--- src/sv/psv_pkg.sv ---
// Shared types, constants and lookup tables for the sine voice synthesizer.
`default_nettype none
package psv_pkg;

  localparam int MAX_VOICES      = 16;
  localparam int SINE_TABLE_BITS = 8;
  localparam int MAX_RESULTS     = 16;
  localparam int TABLE_LEN       = 1 << SINE_TABLE_BITS;
  localparam int CNT_W           = $clog2(MAX_VOICES + 1);
  localparam int IDX_W           = (MAX_VOICES > 1) ? $clog2(MAX_VOICES) : 1;
  localparam int RES_W           = $clog2(MAX_RESULTS);
  localparam int SUM_W           = 18 + $clog2(MAX_VOICES);

  localparam logic [63:0] Q30_ONE     = 64'd1073741824;
  localparam logic [63:0] HALF_PI_Q30 = 64'd1686629713;

  // input modes
  localparam logic [2:0] MODE_ON    = 3'd0;
  localparam logic [2:0] MODE_OFF   = 3'd1;
  localparam logic [2:0] MODE_CHOKE = 3'd2;
  localparam logic [2:0] MODE_TICK  = 3'd3;
  localparam logic [2:0] MODE_EOB   = 3'd4;

  // configuration register indexes
  localparam logic CFG_BASE_INC = 1'b0;
  localparam logic CFG_GAIN     = 1'b1;

  localparam logic [31:0] BASE_INC_RST = 32'd39370534;
  localparam logic [14:0] GAIN_RST     = 15'd6554;

  // result kinds
  localparam logic KIND_SAMPLE   = 1'b0;
  localparam logic KIND_NOTE_END = 1'b1;

  // voice cell commands
  localparam logic [1:0] CELL_KEEP = 2'd0;
  localparam logic [1:0] CELL_TAKE = 2'd1;
  localparam logic [1:0] CELL_LOAD = 2'd2;
  localparam logic [1:0] CELL_REL  = 2'd3;

  typedef struct packed {
    logic        held;
    logic [31:0] ident;
    logic [4:0]  chan;
    logic [7:0]  key;
    logic [31:0] phase;
  } voice_t;

  typedef struct packed {
    logic [7:0]  key;
    logic [31:0] ident;
    logic [4:0]  chan;
  } event_t;

  typedef logic [14:0] sine_tab_t [TABLE_LEN + 1];
  typedef logic [3:0]  semi_idx_t [256];
  typedef logic [5:0]  shift_tab_t [256];
  typedef logic [31:0] semi_tab_t [12];

  localparam semi_tab_t SEMI_Q31 = '{
    32'd2147483648, 32'd2275179671, 32'd2410468894, 32'd2553802834,
    32'd2705659851, 32'd2866546760, 32'd3037000500, 32'd3217589946,
    32'd3408917802, 32'd3611622603, 32'd3826380858, 32'd4053909304
  };

  // quarter-wave table, truncating Horner series in Q30
  function automatic sine_tab_t build_sine_tab();
    sine_tab_t   tab;
    logic [63:0] x;
    logic [63:0] x2;
    logic [63:0] t;
    logic [63:0] s;
    logic [63:0] v;
    for (int i = 0; i <= TABLE_LEN; i++) begin
      x  = (HALF_PI_Q30 * 64'(i)) >> SINE_TABLE_BITS;
      x2 = (x * x) >> 30;
      t  = Q30_ONE;
      t  = Q30_ONE - ((x2 * t) >> 30) / 110;
      t  = Q30_ONE - ((x2 * t) >> 30) / 72;
      t  = Q30_ONE - ((x2 * t) >> 30) / 42;
      t  = Q30_ONE - ((x2 * t) >> 30) / 20;
      t  = Q30_ONE - ((x2 * t) >> 30) / 6;
      s  = (x * t) >> 30;
      v  = (s * 64'd32767 + (64'd1 << 29)) >> 30;
      if (v > 64'd32767) v = 64'd32767;
      tab[i] = v[14:0];
    end
    return tab;
  endfunction

  // semitone within the octave for each key code
  function automatic semi_idx_t build_semi_idx();
    semi_idx_t tab;
    int        key;
    int        d;
    for (int k = 0; k < 256; k++) begin
      key    = (k >= 128) ? k - 256 : k;
      d      = key - 57 + 192;
      tab[k] = 4'(d % 12);
    end
    return tab;
  endfunction

  // right shift minus one applied to base * semitone ratio
  function automatic shift_tab_t build_shift_tab();
    shift_tab_t tab;
    int         key;
    int         d;
    for (int k = 0; k < 256; k++) begin
      key    = (k >= 128) ? k - 256 : k;
      d      = key - 57 + 192;
      tab[k] = 6'(30 - (d / 12 - 16));
    end
    return tab;
  endfunction

  localparam sine_tab_t  SINE_TAB  = build_sine_tab();
  localparam semi_idx_t  KEY_SEMI  = build_semi_idx();
  localparam shift_tab_t KEY_SHIFT = build_shift_tab();

endpackage
`default_nettype wire

--- src/sv/psv_cell.sv ---
// One voice slot of the voice chain: holds an entry and matches events.
`default_nettype none
module psv_cell (
  input  wire                   clk,
  input  wire  [1:0]            cmd,
  input  psv_pkg::voice_t       nbr,
  input  psv_pkg::voice_t       load,
  input  psv_pkg::event_t       ev,
  output psv_pkg::voice_t       q,
  output logic                  match
);
  psv_pkg::voice_t v_r;
  psv_pkg::voice_t v_nxt;

  always_comb begin
    v_nxt = v_r;
    case (cmd)
      psv_pkg::CELL_KEEP: v_nxt = v_r;
      psv_pkg::CELL_TAKE: v_nxt = nbr;
      psv_pkg::CELL_LOAD: v_nxt = load;
      psv_pkg::CELL_REL:  v_nxt.held = 1'b0;
      default:            v_nxt = v_r;
    endcase
  end

  always_ff @(posedge clk) begin
    v_r <= v_nxt;
  end

  // all-ones fields are wildcards
  assign match = (ev.key == 8'hFF || v_r.key == ev.key)
              && (ev.ident == 32'hFFFF_FFFF || v_r.ident == ev.ident)
              && (ev.chan == 5'h1F || v_r.chan == ev.chan);
  assign q = v_r;
endmodule
`default_nettype wire

--- config.mk ---
export PLATFORM = sky130hd
export DESIGN_NAME = psv_cell
export DESIGN_NICKNAME = d
export VERILOG_FILES = /design/src/sv/psv_pkg.sv /design/src/sv/psv_cell.sv
export SDC_FILE = /design/constraint.sdc
export NUM_CORES = 1
export LEC_CHECK = 0
export BUFFER_PORTS_ARGS = -buffer_cell sky130_fd_sc_hd__buf_2
export CAP_MARGIN = 0
export CORE_AREA = 2 2 109 111
export CTS_CLUSTER_DIAMETER = 200
export DETAILED_ROUTE_END_ITERATION = 12
export DIE_AREA = 0 0 111 113
export GPL_TIMING_DRIVEN = 0
export PLACE_DENSITY = 0.73
export RECOVER_POWER = 100
export SLEW_MARGIN = 15
export SYNTH_ARGS = -nofsm -noshare
export SYNTH_HDL_FRONTEND = slang
export SYNTH_SLANG_ARGS = --single-unit
--- constraint.sdc ---
create_clock -name clk -period 3.2 [get_ports clk]
set_input_delay 0.96 -clock clk [delete_from_list [all_inputs] [get_ports clk]]
set_output_delay 0.96 -clock clk [all_outputs]
set_load 0.02 [all_outputs]
Word level (Yosys, flattened, before mapping)
Index checks and enable logic that the tools add are counted.
Widths: inputs -> output; s select.
{ "op_classes": {"eq_ne": 9, "muxes": 2, "n_reduce_logical": 7} }
{ "ops": {"columns": ["cell", "count"], "rows": [
  ["$pmux 77 s2", 1],
  ["$eq 32x32->1", 1],
  ["$eq 32x32->1 const B", 1],
  ["$eq 8x8->1", 1],
  ["$eq 8x8->1 const B", 1],
  ["$eq 5x5->1", 1],
  ["$eq 5x5->1 const B", 1],
  ["$eq 2x2->1 const B", 2],
  ["$logic_or 1x1->1", 3],
  ["$pmux 1 s3", 1],
  ["$eq 2x1->1 const B", 1],
  ["$logic_and 1x1->1", 2],
  ["$logic_not 2->1", 1],
  ["$reduce_bool 2->1", 1]
]} }
{ "totals": {"regBits": 78, "in_bits": 204, "output_inout_bits": 79, "word_cells": 23} }

Logic depth before layout (Yosys ltp)
Gate-level depths: netlist of run 1.
{ "logic_depth": {"depth_word": 4, "depth_mapped": 7} }

Worst setup path after synthesis of run 1
Ideal clock, no wire load.
{ "synth_timing": {"kind": "input to register", "from": "in cmd[0]", "to": "reg v_r, in the netlist q[0], enable pin", "setup_time_ps": 434, "arrival_ps": 2792, "required_ps": 2766, "slack_ps": -26, "path_stages": 2, "path_cell_list": "inv_1 > ha_1"} }
{ "synth_between": {"elab_chain_cells": 2} }
{ "synth_lines": {"columns": ["item", "line_no", "source"], "rows": [
  ["from (decl)", "psv_cell.sv:5", "input wire [1:0] cmd,"],
  ["$eq 2x2->1 / $eq 2x1->1 (equally long branches)", "psv_cell.sv:17", "case (cmd)"],
  ["$reduce_bool 2->1 (no line) (*)", null, null],
  ["to (signal assigned)", "psv_cell.sv:27", "v_r <= v_nxt;"],
  ["to (decl)", "psv_cell.sv:12", "psv_pkg::voice_t v_r;"]
]} }
Mark *: on every way between the ends. The rest lies on a longest branch, timed or not.
A chain may end at the register's enable or synchronous reset.

Final worst setup path of run 1
{ "layout_timing": {"from": "in ev[11] in the netlist's numbering", "to": "out match"} }
{ "layout_between": {"elab_chain_cells": 4} }
{ "layout_lines": {"columns": ["item", "line_no", "source"], "rows": [
  ["from (decl)", "psv_cell.sv:8", "input psv_pkg::event_t ev,"],
  ["$eq 32x32->1", "psv_cell.sv:32", "&& (ev.ident == 32'hFFFF_FFFF || v_r.ident == ev.ident)"],
  ["$logic_or 1x1->1 (*)", "psv_cell.sv:32", null],
  ["$logic_and 1x1->1 (*)", "psv_cell.sv:32", null],
  ["$logic_and 1x1->1 (*)", "psv_cell.sv:33", "&& (ev.chan == 5'h1F || v_r.chan == ev.chan);"],
  ["to (decl)", "psv_cell.sv:10", "output logic match"]
]} }
Marked as above.

==> flow_summary.json, run 1 <==
{
  "antenna_found_initial": 0,
  "via_count": 3221,
  "powerDensity_mw_per_mm2": 534,
  "clockPowerShare": 0.315,
  "rows": 39,
  "synth.distinct_cells": 21,
  "tritoncts": "built",
  "io_buffer_count": 282,
  "comb_power_share": 0.233,
  "maxCapViolations": 0,
  "synth.largest_area_cell": "edfxtp_1",
  "fillers": 1029,
  "status": "completed",
  "syn_inst": 250,
  "die_h_um": 113,
  "ys_ff_latch": 78,
  "track_usage": 0.183,
  "place_hpwl_mm": 9.66,
  "initial_utilization": 0.347,
  "syn_area_mm2": 0.00391,
  "synth_nets": 457,
  "hold_viol": 0,
  "grt_max_degree": 47,
  "dp_cells": 676,
  "drc_errors": 0,
  "start_kind": "input port",
  "cp-end-kind": "output port",
  "area_growth_pct": 47.0,
  "syn_area_per_cell_um2": 15.7,
  "final-instance-count-excl-fill": 690,
  "cts_buffers": 9,
  "gp_congestion": 0.938,
  "dieArea_mm2": 0.0125,
  "drive_gt1_frac": 0.541,
  "post-route-period-util": 0.969,
  "gr-total-overflow": 0,
  "cts.path.max_buffers": 2,
  "clk_pin_slew_ns": 0.06,
  "min_path_type": "input port to flip-flop",
  "period_needed_ns": 3.10,
  "fin_nets": 751,
  "max_clock_freq_mhz": 322,
  "cp.required_ns": 2.24,
  "arrival_ns": 2.14,
  "worstMarginPinSlew_ns": 1.38,
  "crit_type": "input port to output port",
  "grt_pass1_wl_mm": 17.8,
  "sequentialPowerShare": 0.452,
  "postLayoutCoreUtil": 0.510,
  "root_buffer": "clkbuf_16",
  "cp_slowest_cell": "nor4_2",
  "max-vdd-ir-drop_mv": 0.267,
  "setup_viol": 0,
  "slew_headroom": 0.0792,
  "tns_ns": 0,
  "switching_share": 0.287,
  "drtAntennaViolNets": 0,
  "largest_reg_flops": 78,
  "synth_top_area_frac": 0.598,
  "ys_top_cells_by_area": "edfxtp_1 60%, mux2_2 22%, xnor2_1 7.8%",
  "wl_per_cell_um": 16.9,
  "crit_chain": "buf_2 > xnor2_1 > nand4_1 > nor4_2 > a22oi_2 > nor3_2 > buf_4",
  "synth_seq_area_share": 0.598,
  "die_x_um": 111,
  "drv_slew": 0,
  "switchingPower_mw": 0.883,
  "total_power_mw": 3.07,
  "drt_first_pass_iters": 6,
  "cts_sinks": 78,
  "cts_setup_buffers": 0,
  "max_stage_delay_ns": 0.30,
  "drtIter0Drc": 100,
  "grt_pass1_vias": 3548,
  "diodes": 0,
  "synth_warnings": 0,
  "wirelength_mm": 11.7,
  "power.leakage_nw": 2.30,
  "hold_ws_ns": 0.927,
  "path_max_fanout": 2,
  "via_per_inst": 4.67,
  "intPower_mw": 2.19,
  "h-tree-depth": 3,
  "coreArea_mm2": 0.0113,
  "pin_count": 283
}
## critical path, delay by kind of cell
kind                      cells  cell delay (ns)
buffers and inverters         2             0.27
xor gates and xnor gates      1             0.19
and+or+nand+nor               3             0.58
AOI/OAI and AO/OA             1             0.12
## final cells by class
class | instances | area (µm²) | area share
Sequential cell | 78 | 2340 | 0.407
Multi-Input combinational cell | 160 | 1570 | 0.272
Timing Repair Buffer | 283 | 1340 | 0.233
Clock buffer | 9 | 225 | 0.0391
Tap cell | 143 | 179 | 0.0311
Clock inverter | 5 | 52.6 | 0.00913
Buffer | 9 | 33.8 | 0.00587
Inverter | 3 | 11.3 | 0.00196
## final timing paths
check     start               to  slack (ns)  cells past startpoint
max      ev[11]            match         0.1                      7
min    load[77]  q[77]$_DFFE_PP_        0.93                      3
## placed cells by master (no fill, tap or decap), types with 2 or more instances in the layout
master and instances:
xnor2_2 5, inv_1 3, clkinvlp_4 2, nand4_1 18, nor4_2 2, clkbuf_16 9
clkinv_1 2, xnor2_1 30, xor2_1 10, clkbuf_1 88, ha_1 3, nor4_1 4
buf_2 202, mux2_1 6, mux2_2 71, edfxtp_1 78
## layer usage
layer  up-vias  global-route usage  wire length [µm]
met5         -                   0                 0
met4         0              0.0667               189
met3        16              0.0445               886
met2       165               0.338              6000
met1      1493               0.206              4610
li1       1547                   -                 -
## cells by family after synthesis
kind of cell | Yosys count | share of synthesized area
xor gates and xnor gates | 45 | 0.101
and+or+nand+nor | 31 | 0.0486
AOI/OAI and AO/OA | 4 | 0.00607
muxes | 77 | 0.222
buffers and inverters | 12 | 0.0150
DFF | 78 | 0.598
adders and majority gates | 3 | 0.00959
## power by group through the flow
stage | sequential (mW) | clock (mW) | combinational [mW]
detailed placement | 1.40 | 0 | 0.760
global route | 1.41 | 1.04 | 0.773
CTS | 1.38 | 0.992 | 0.769
global placement | 1.40 | 0 | 0.741
floorplan | 1.59 | 0 | 0.222
finish | 1.39 | 0.968 | 0.718
## cells in the mapped netlist (all sizes together)
library cell / number
edfxtp: 78
mux2: 77
xnor2: 35
nand4: 18
xor2: 10
buf: 9
nor4: 6
ha: 3
inv: 3
nor3: 2
a21oi: 1
a22oi: 1
a31oi: 1
and3: 1
nand2: 1
nand2b: 1
nand3: 1
nor2: 1
o21ai: 1
## what timing repair did
| action | 4_1_cts | 5_1_grt |
|---|---|---|
| hold buffers | 0 | 0 |
| pin swaps | 5 | 2 |
| setup endpoints to repair | 1 | 1 |
| resized for setup | 4 | 5 |
## per-stage QoR
step | area, µm² | setup slack, ns
2_1_floorplan | 3920 | 0.328
3_3_place_gp | 5510 | -0.170
3_5_place_dp | 5540 | -0.154
4_1_cts | 5850 | 0.0534
5_1_grt | 5750 | -0.00489
6_report | 5750 | 0.0981
No activity file was read; power rests on OpenSTA's default activity.
==> inputs of run 2 (changes only) <==
--- a/config.mk
+++ b/config.mk
@@ -5,14 +5,15 @@
 export SDC_FILE = /design/constraint.sdc
 export NUM_CORES = 1
 export LEC_CHECK = 0
+export ABC_AREA = 1
 export BUFFER_PORTS_ARGS = -buffer_cell sky130_fd_sc_hd__buf_2
 export CAP_MARGIN = 0
-export CORE_AREA = 2 2 109 111
+export CORE_MARGIN = 2
+export CORE_UTILIZATION = 38
 export CTS_CLUSTER_DIAMETER = 200
 export DETAILED_ROUTE_END_ITERATION = 12
-export DIE_AREA = 0 0 111 113
 export GPL_TIMING_DRIVEN = 0
-export PLACE_DENSITY = 0.73
+export PLACE_DENSITY = 0.77
 export RECOVER_POWER = 100
 export SLEW_MARGIN = 15
 export SYNTH_ARGS = -nofsm -noshare
==> flow_summary.json, run 2 <==
{
  "start_kind": "input port",
  "initial_utilization": 0.389,
  "post-route-period-util": 0.921,
  "cts_setup_buffers": 0,
  "die_x_um": 109,
  "via_per_inst": 4.47,
  "cts.path.max_buffers": 2,
  "hold_ws_ns": 0.876,
  "fillers": 1071,
  "synth_edf_count": 78,
  "clockPowerShare": 0.271,
  "synth_commonest_cells": "299 x nand2_1, 78 x edfxtp_1, 29 x inv_1, 28 x xnor2_1, 18 x nor2_1",
  "synth.largest_area_cell": "edfxtp_1",
  "setup_viol": 0,
  "ys_top_cells_by_area": "edfxtp_1 56%, nand2_1 27%, xnor2_1 5.8%",
  "cts_buffers": 9,
  "wl_per_cell_um": 13.2,
  "synth_top_area_frac": 0.558,
  "ys.flop_type": "edfxtp_1",
  "rows": 38,
  "hold_viol": 0,
  "holdBufCountCts": 0,
  "largest_reg_flops": 78,
  "final_common_cell": "nand2_1",
  "wirelength_mm": 12.4,
  "powerDensity_mw_per_mm2": 495,
  "arrival_ns": 1.99,
  "synth.distinct_cells": 19,
  "slew_headroom": -0.0202,
  "fin_nets": 999,
  "via_count": 4188,
  "period_needed_ns": 2.95,
  "post-place-ws_ns": 0.248,
  "drive_gt1_frac": 0.288,
  "drtAntennaViolNets": 0,
  "gr-total-overflow": 0,
  "cp.required_ns": 2.24,
  "dieArea_mm2": 0.0119,
  "track_usage": 0.208,
  "path_max_fanout": 2,
  "antenna_found_initial": 1,
  "die_h_um": 109,
  "synth_seq_area_share": 0.558,
  "dpl_cell_area_mm2": 0.00582,
  "comb_power_share": 0.252,
  "switchingPower_mw": 0.909,
  "syn_area_per_cell_um2": 8.43,
  "grt_pass1_wl_mm": 18.7,
  "synth_nets": 705,
  "crit_type": "input port to output port",
  "total_power_mw": 2.91,
  "grt_pass1_vias": 4143,
  "drtIter0Drc": 165,
  "area_growth_pct": 40.0,
  "h-tree-depth": 3,
  "root_buffer": "clkbuf_8",
  "drt_first_pass_iters": 4,
  "setup_slack_ns": 0.252,
  "coreArea_mm2": 0.0108,
  "synth_most_common_cell": "nand2_1",
  "cts_resized": 0,
  "sequentialPowerShare": 0.477,
  "io_buffer_count": 282,
  "clk_pin_slew_ns": 0.08,
  "max_clock_freq_mhz": 339,
  "syn_area_mm2": 0.00420,
  "ys_ff_latch": 78,
  "status": "finished with violations",
  "syn_inst": 498,
  "gp_congestion": 0.847,
  "async_flop_share": 0,
  "maxCapViolations": 1,
  "grt_max_degree": 42,
  "mostFrequentLayoutCells": "299 x nand2_1, 208 x buf_2, 89 x clkbuf_1",
  "tritoncts": "built",
  "switching_share": 0.312,
  "place_hpwl_mm": 9.96,
  "worstMarginPinSlew_ns": 1.53,
  "violations": "capacitance limit, slew limit",
  "max-vdd-ir-drop_mv": 0.245,
  "stdcell_area_mm2": 0.00587,
  "cp-end-kind": "output port",
  "drv_slew": 38,
  "pin_count": 283,
  "min_path_type": "input port to flip-flop",
  "cts_sinks": 78,
  "synth_warnings": 0,
  "drc_errors": 0,
  "rsz0062_at_grt": "no",
  "power.leakage_nw": 2.94,
  "intPower_mw": 2.00,
  "tns_ns": 0
}
## run 2: changes by cell type after synthesis, sizes merged, moves of 2 or more
| cell | before | now |
|---|---|---|
| buf | 9 | 17 |
| inv | 3 | 30 |
| mux2 | 77 | 0 |
| nand2 | 1 | 299 |
| nand3 | 1 | 6 |
| nand4 | 18 | 7 |
| nor2 | 1 | 18 |
| nor3 | 2 | 4 |
| nor4 | 6 | 0 |
| or2 | 0 | 2 |
| xnor2 | 35 | 28 |
| xor2 | 10 | 3 |
## run 2: final cells by class
cell class / instances / area, µm² / area share
Inverter: 30 / 113 / 0.0192
Buffer: 17 / 78.8 / 0.0134
Multi-Input combinational cell: 373 / 1640 / 0.279
Sequential cell: 78 / 2340 / 0.399
Timing Repair Buffer: 283 / 1320 / 0.225
Clock buffer: 10 / 128 / 0.0217
Antenna cell: 1 / 2.50 / 0.000426
Tap cell: 140 / 175 / 0.0298
Clock inverter: 5 / 75.1 / 0.0128
## run 2: kinds of logic after synthesis
logic type	share of synthesized area
xor+xnor	0.0647
flops	0.558
compound gates	0.00328
simple gates	0.313
buf+inv	0.0519
fa+ha+maj	0.00895
## run 2: power by group through the flow
stage                     logic [mW]  clock network (mW)  registers [mW]
after detailed placement       0.788                   0            1.41
after global placement         0.768                   0            1.40
final                          0.734               0.789            1.39
after global routing           0.812               0.848            1.40
after CTS                      0.790               0.811            1.38
after floorplan                0.246                   0            1.59
## run 2: critical path: stages
cell	delay [ns]
buf_2	0.11
inv_1	0.08
nand2_1	0.06
nand2_1	0.05
nand2_1	0.05
nor2_1	0.12
nand2_1	0.08
nor2_1	0.11
nand2_1	0.07
a21oi_2	0.11
clkbuf_2	0.18
## run 2: layer usage
metal | vias to the layer above | GRT usage | share of wire
met2 | 181 | 0.377 | 0.51
li1 | 2146 | - | -
met1 | 1835 | 0.218 | 0.38
met5 | - | 0 | 0
met3 | 26 | 0.0580 | 0.085
met4 | 0 | 0.108 | 0.028
## run 2: path summary, 6_finish.rpt
| kind | from | end | slack (ns) | cells past startpoint |
|---|---|---|---|---|
| max | ev[6] | match | 0.25 | 11 |
| min | nbr[46] | q[46]$_DFFE_PP_ | 0.88 | 3 |
## run 2: through the flow
step	util	std cells
global route	0.544	936
finish	0.544	937
CTS	0.558	936
floorplan	-	498
global placement	0.536	920
detailed placement	0.539	921
==> inputs of run 3 (changes only) <==
--- a/config.mk
+++ b/config.mk
@@ -8,12 +8,13 @@
 export ABC_AREA = 1
 export BUFFER_PORTS_ARGS = -buffer_cell sky130_fd_sc_hd__buf_2
 export CAP_MARGIN = 0
-export CORE_MARGIN = 2
-export CORE_UTILIZATION = 38
+export CORE_AREA = 2 2 110 112
+export CTS_BUF_LIST = sky130_fd_sc_hd__clkbuf_8
 export CTS_CLUSTER_DIAMETER = 200
 export DETAILED_ROUTE_END_ITERATION = 12
+export DIE_AREA = 0 0 112 114
 export GPL_TIMING_DRIVEN = 0
-export PLACE_DENSITY = 0.77
+export PLACE_DENSITY = 0.74
 export RECOVER_POWER = 100
 export SLEW_MARGIN = 15
 export SYNTH_ARGS = -nofsm -noshare
==> flow_summary.json, run 3 (synthesis gave the netlist of run 2 again) <==
{
  "via_per_inst": 4.40,
  "cp_common_cell": "nor3_2",
  "root_buffer": "clkbuf_8",
  "cts_resized": 0,
  "power.leakage_nw": 2.94,
  "hold_ws_ns": 0.871,
  "worstMarginPinSlew_ns": 1.30,
  "wl_per_cell_um": 13.4,
  "slew_headroom": 0.130,
  "largest_reg_flops": 78,
  "path_max_fanout": 2,
  "min_path_type": "input port to flip-flop",
  "period_needed_ns": 2.94,
  "via_count": 4154,
  "dieArea_mm2": 0.0128,
  "worst-path-buf-inv": 3,
  "setup_viol": 0,
  "place_hpwl_mm": 10.2,
  "crit_chain": "buf_2 > inv_1 > nor3_2 > nand2_1 > nor3_2 > nand3_1 > a21oi_2 > clkbuf_2",
  "crit_family": "simple AND/OR/NAND/NOR gates",
  "status": "completed",
  "gr-total-overflow": 0,
  "mostFrequentLayoutCells": "299 x nand2_1, 208 x buf_2, 88 x clkbuf_1",
  "arrival_ns": 1.98,
  "post-route-period-util": 0.918,
  "drive_gt1_frac": 0.286,
  "min_to": "q[17]$_DFFE_PP_",
  "coreArea_mm2": 0.0117,
  "grt_max_degree": 49,
  "drv_slew": 0,
  "stdcell_area_mm2": 0.00587,
  "max_stage_delay_ns": 0.20,
  "gp_congestion": 0.854,
  "rsz0062_at_grt": "no",
  "cts_setup_buffers": 0,
  "clk_pin_slew_ns": 0.08,
  "io_buffer_count": 282,
  "crit_type": "input port to output port",
  "min_path_cells": 3,
  "postLayoutCoreUtil": 0.502,
  "drtAntennaViolNets": 0,
  "tns_ns": 0,
  "drt_first_pass_iters": 5,
  "holdBufCountCts": 0,
  "h-tree-depth": 3,
  "cts_buffers": 9,
  "rows": 40,
  "cts_sinks": 78,
  "track_usage": 0.194,
  "diodes": 0,
  "pin_count": 283,
  "die_x_um": 112,
  "area_growth_pct": 40.0,
  "wirelength_mm": 12.6,
  "antenna_found_initial": 0,
  "cp-end-kind": "output port",
  "tritoncts": "built",
  "cp.required_ns": 2.24,
  "die_h_um": 114,
  "drtIter0Drc": 150,
  "start_kind": "input port",
  "cp_slowest_cell": "nor3_2",
  "powerDensity_mw_per_mm2": 482,
  "maxCapViolations": 0,
  "final_common_cell": "nand2_1",
  "max-vdd-ir-drop_mv": 0.218,
  "grt_pass1_wl_mm": 19.3,
  "dpl_cell_area_mm2": 0.00583,
  "worstHoldStart": "nbr[17]",
  "max_clock_freq_mhz": 341,
  "cts.path.max_buffers": 2,
  "initial_utilization": 0.358,
  "grt_pass1_vias": 4071,
  "drc_errors": 0,
  "hold_viol": 0,
  "fin_nets": 999
}
run 3: layout make-up:
cell class	instances	area, µm²
well taps	147	184
plain buffers	17	78.8
multi-input cells	373	1640
inverters	30	113
clock buffers	9	124
repair buffers	283	1340
flip-flops and latches	78	2340
clock inverters	7	56.3
fillers	1204	5840
run 3: metal layers:
| layer | track usage | part of all wire | vias up |
|---|---|---|---|
| li1 | - | - | 2152 |
| met1 | 0.218 | 0.40 | 1794 |
| met2 | 0.356 | 0.50 | 195 |
| met3 | 0.0574 | 0.092 | 13 |
| met4 | 0.0602 | 0.013 | 0 |
| met5 | 0 | 0 | - |
run 3: metrics by stage:
stage | setup slack, ns | std cells | total power [mW]
global route | 0.0555 | 944 | 2.99
CTS | 0.246 | 944 | 2.91
detailed placement | 0.245 | 928 | 2.20
floorplan | 0.555 | 498 | 1.84
finish | 0.264 | 944 | 2.83
global placement | 0.107 | 927 | 2.18
run 3: worst max path at each step:
stage	slack (ns)	end	start	depth (start not counted)
floorplan	0.56	match	ev[5]	9
global placement	0.11	q[57]$_DFFE_PP_	cmd[1]	3
detailed placement	0.25	match	ev[5]	8
CTS	0.25	match	ev[6]	11
global route	0.06	match	ev[12]	9
finish	0.26	match	ev[5]	8
run 3: power by group:
group | internal (mW) | switching (mW)
Clock | 0.349 | 0.354
Combinational | 0.265 | 0.476
Sequential | 1.31 | 0.0821
Total | 1.92 | 0.911
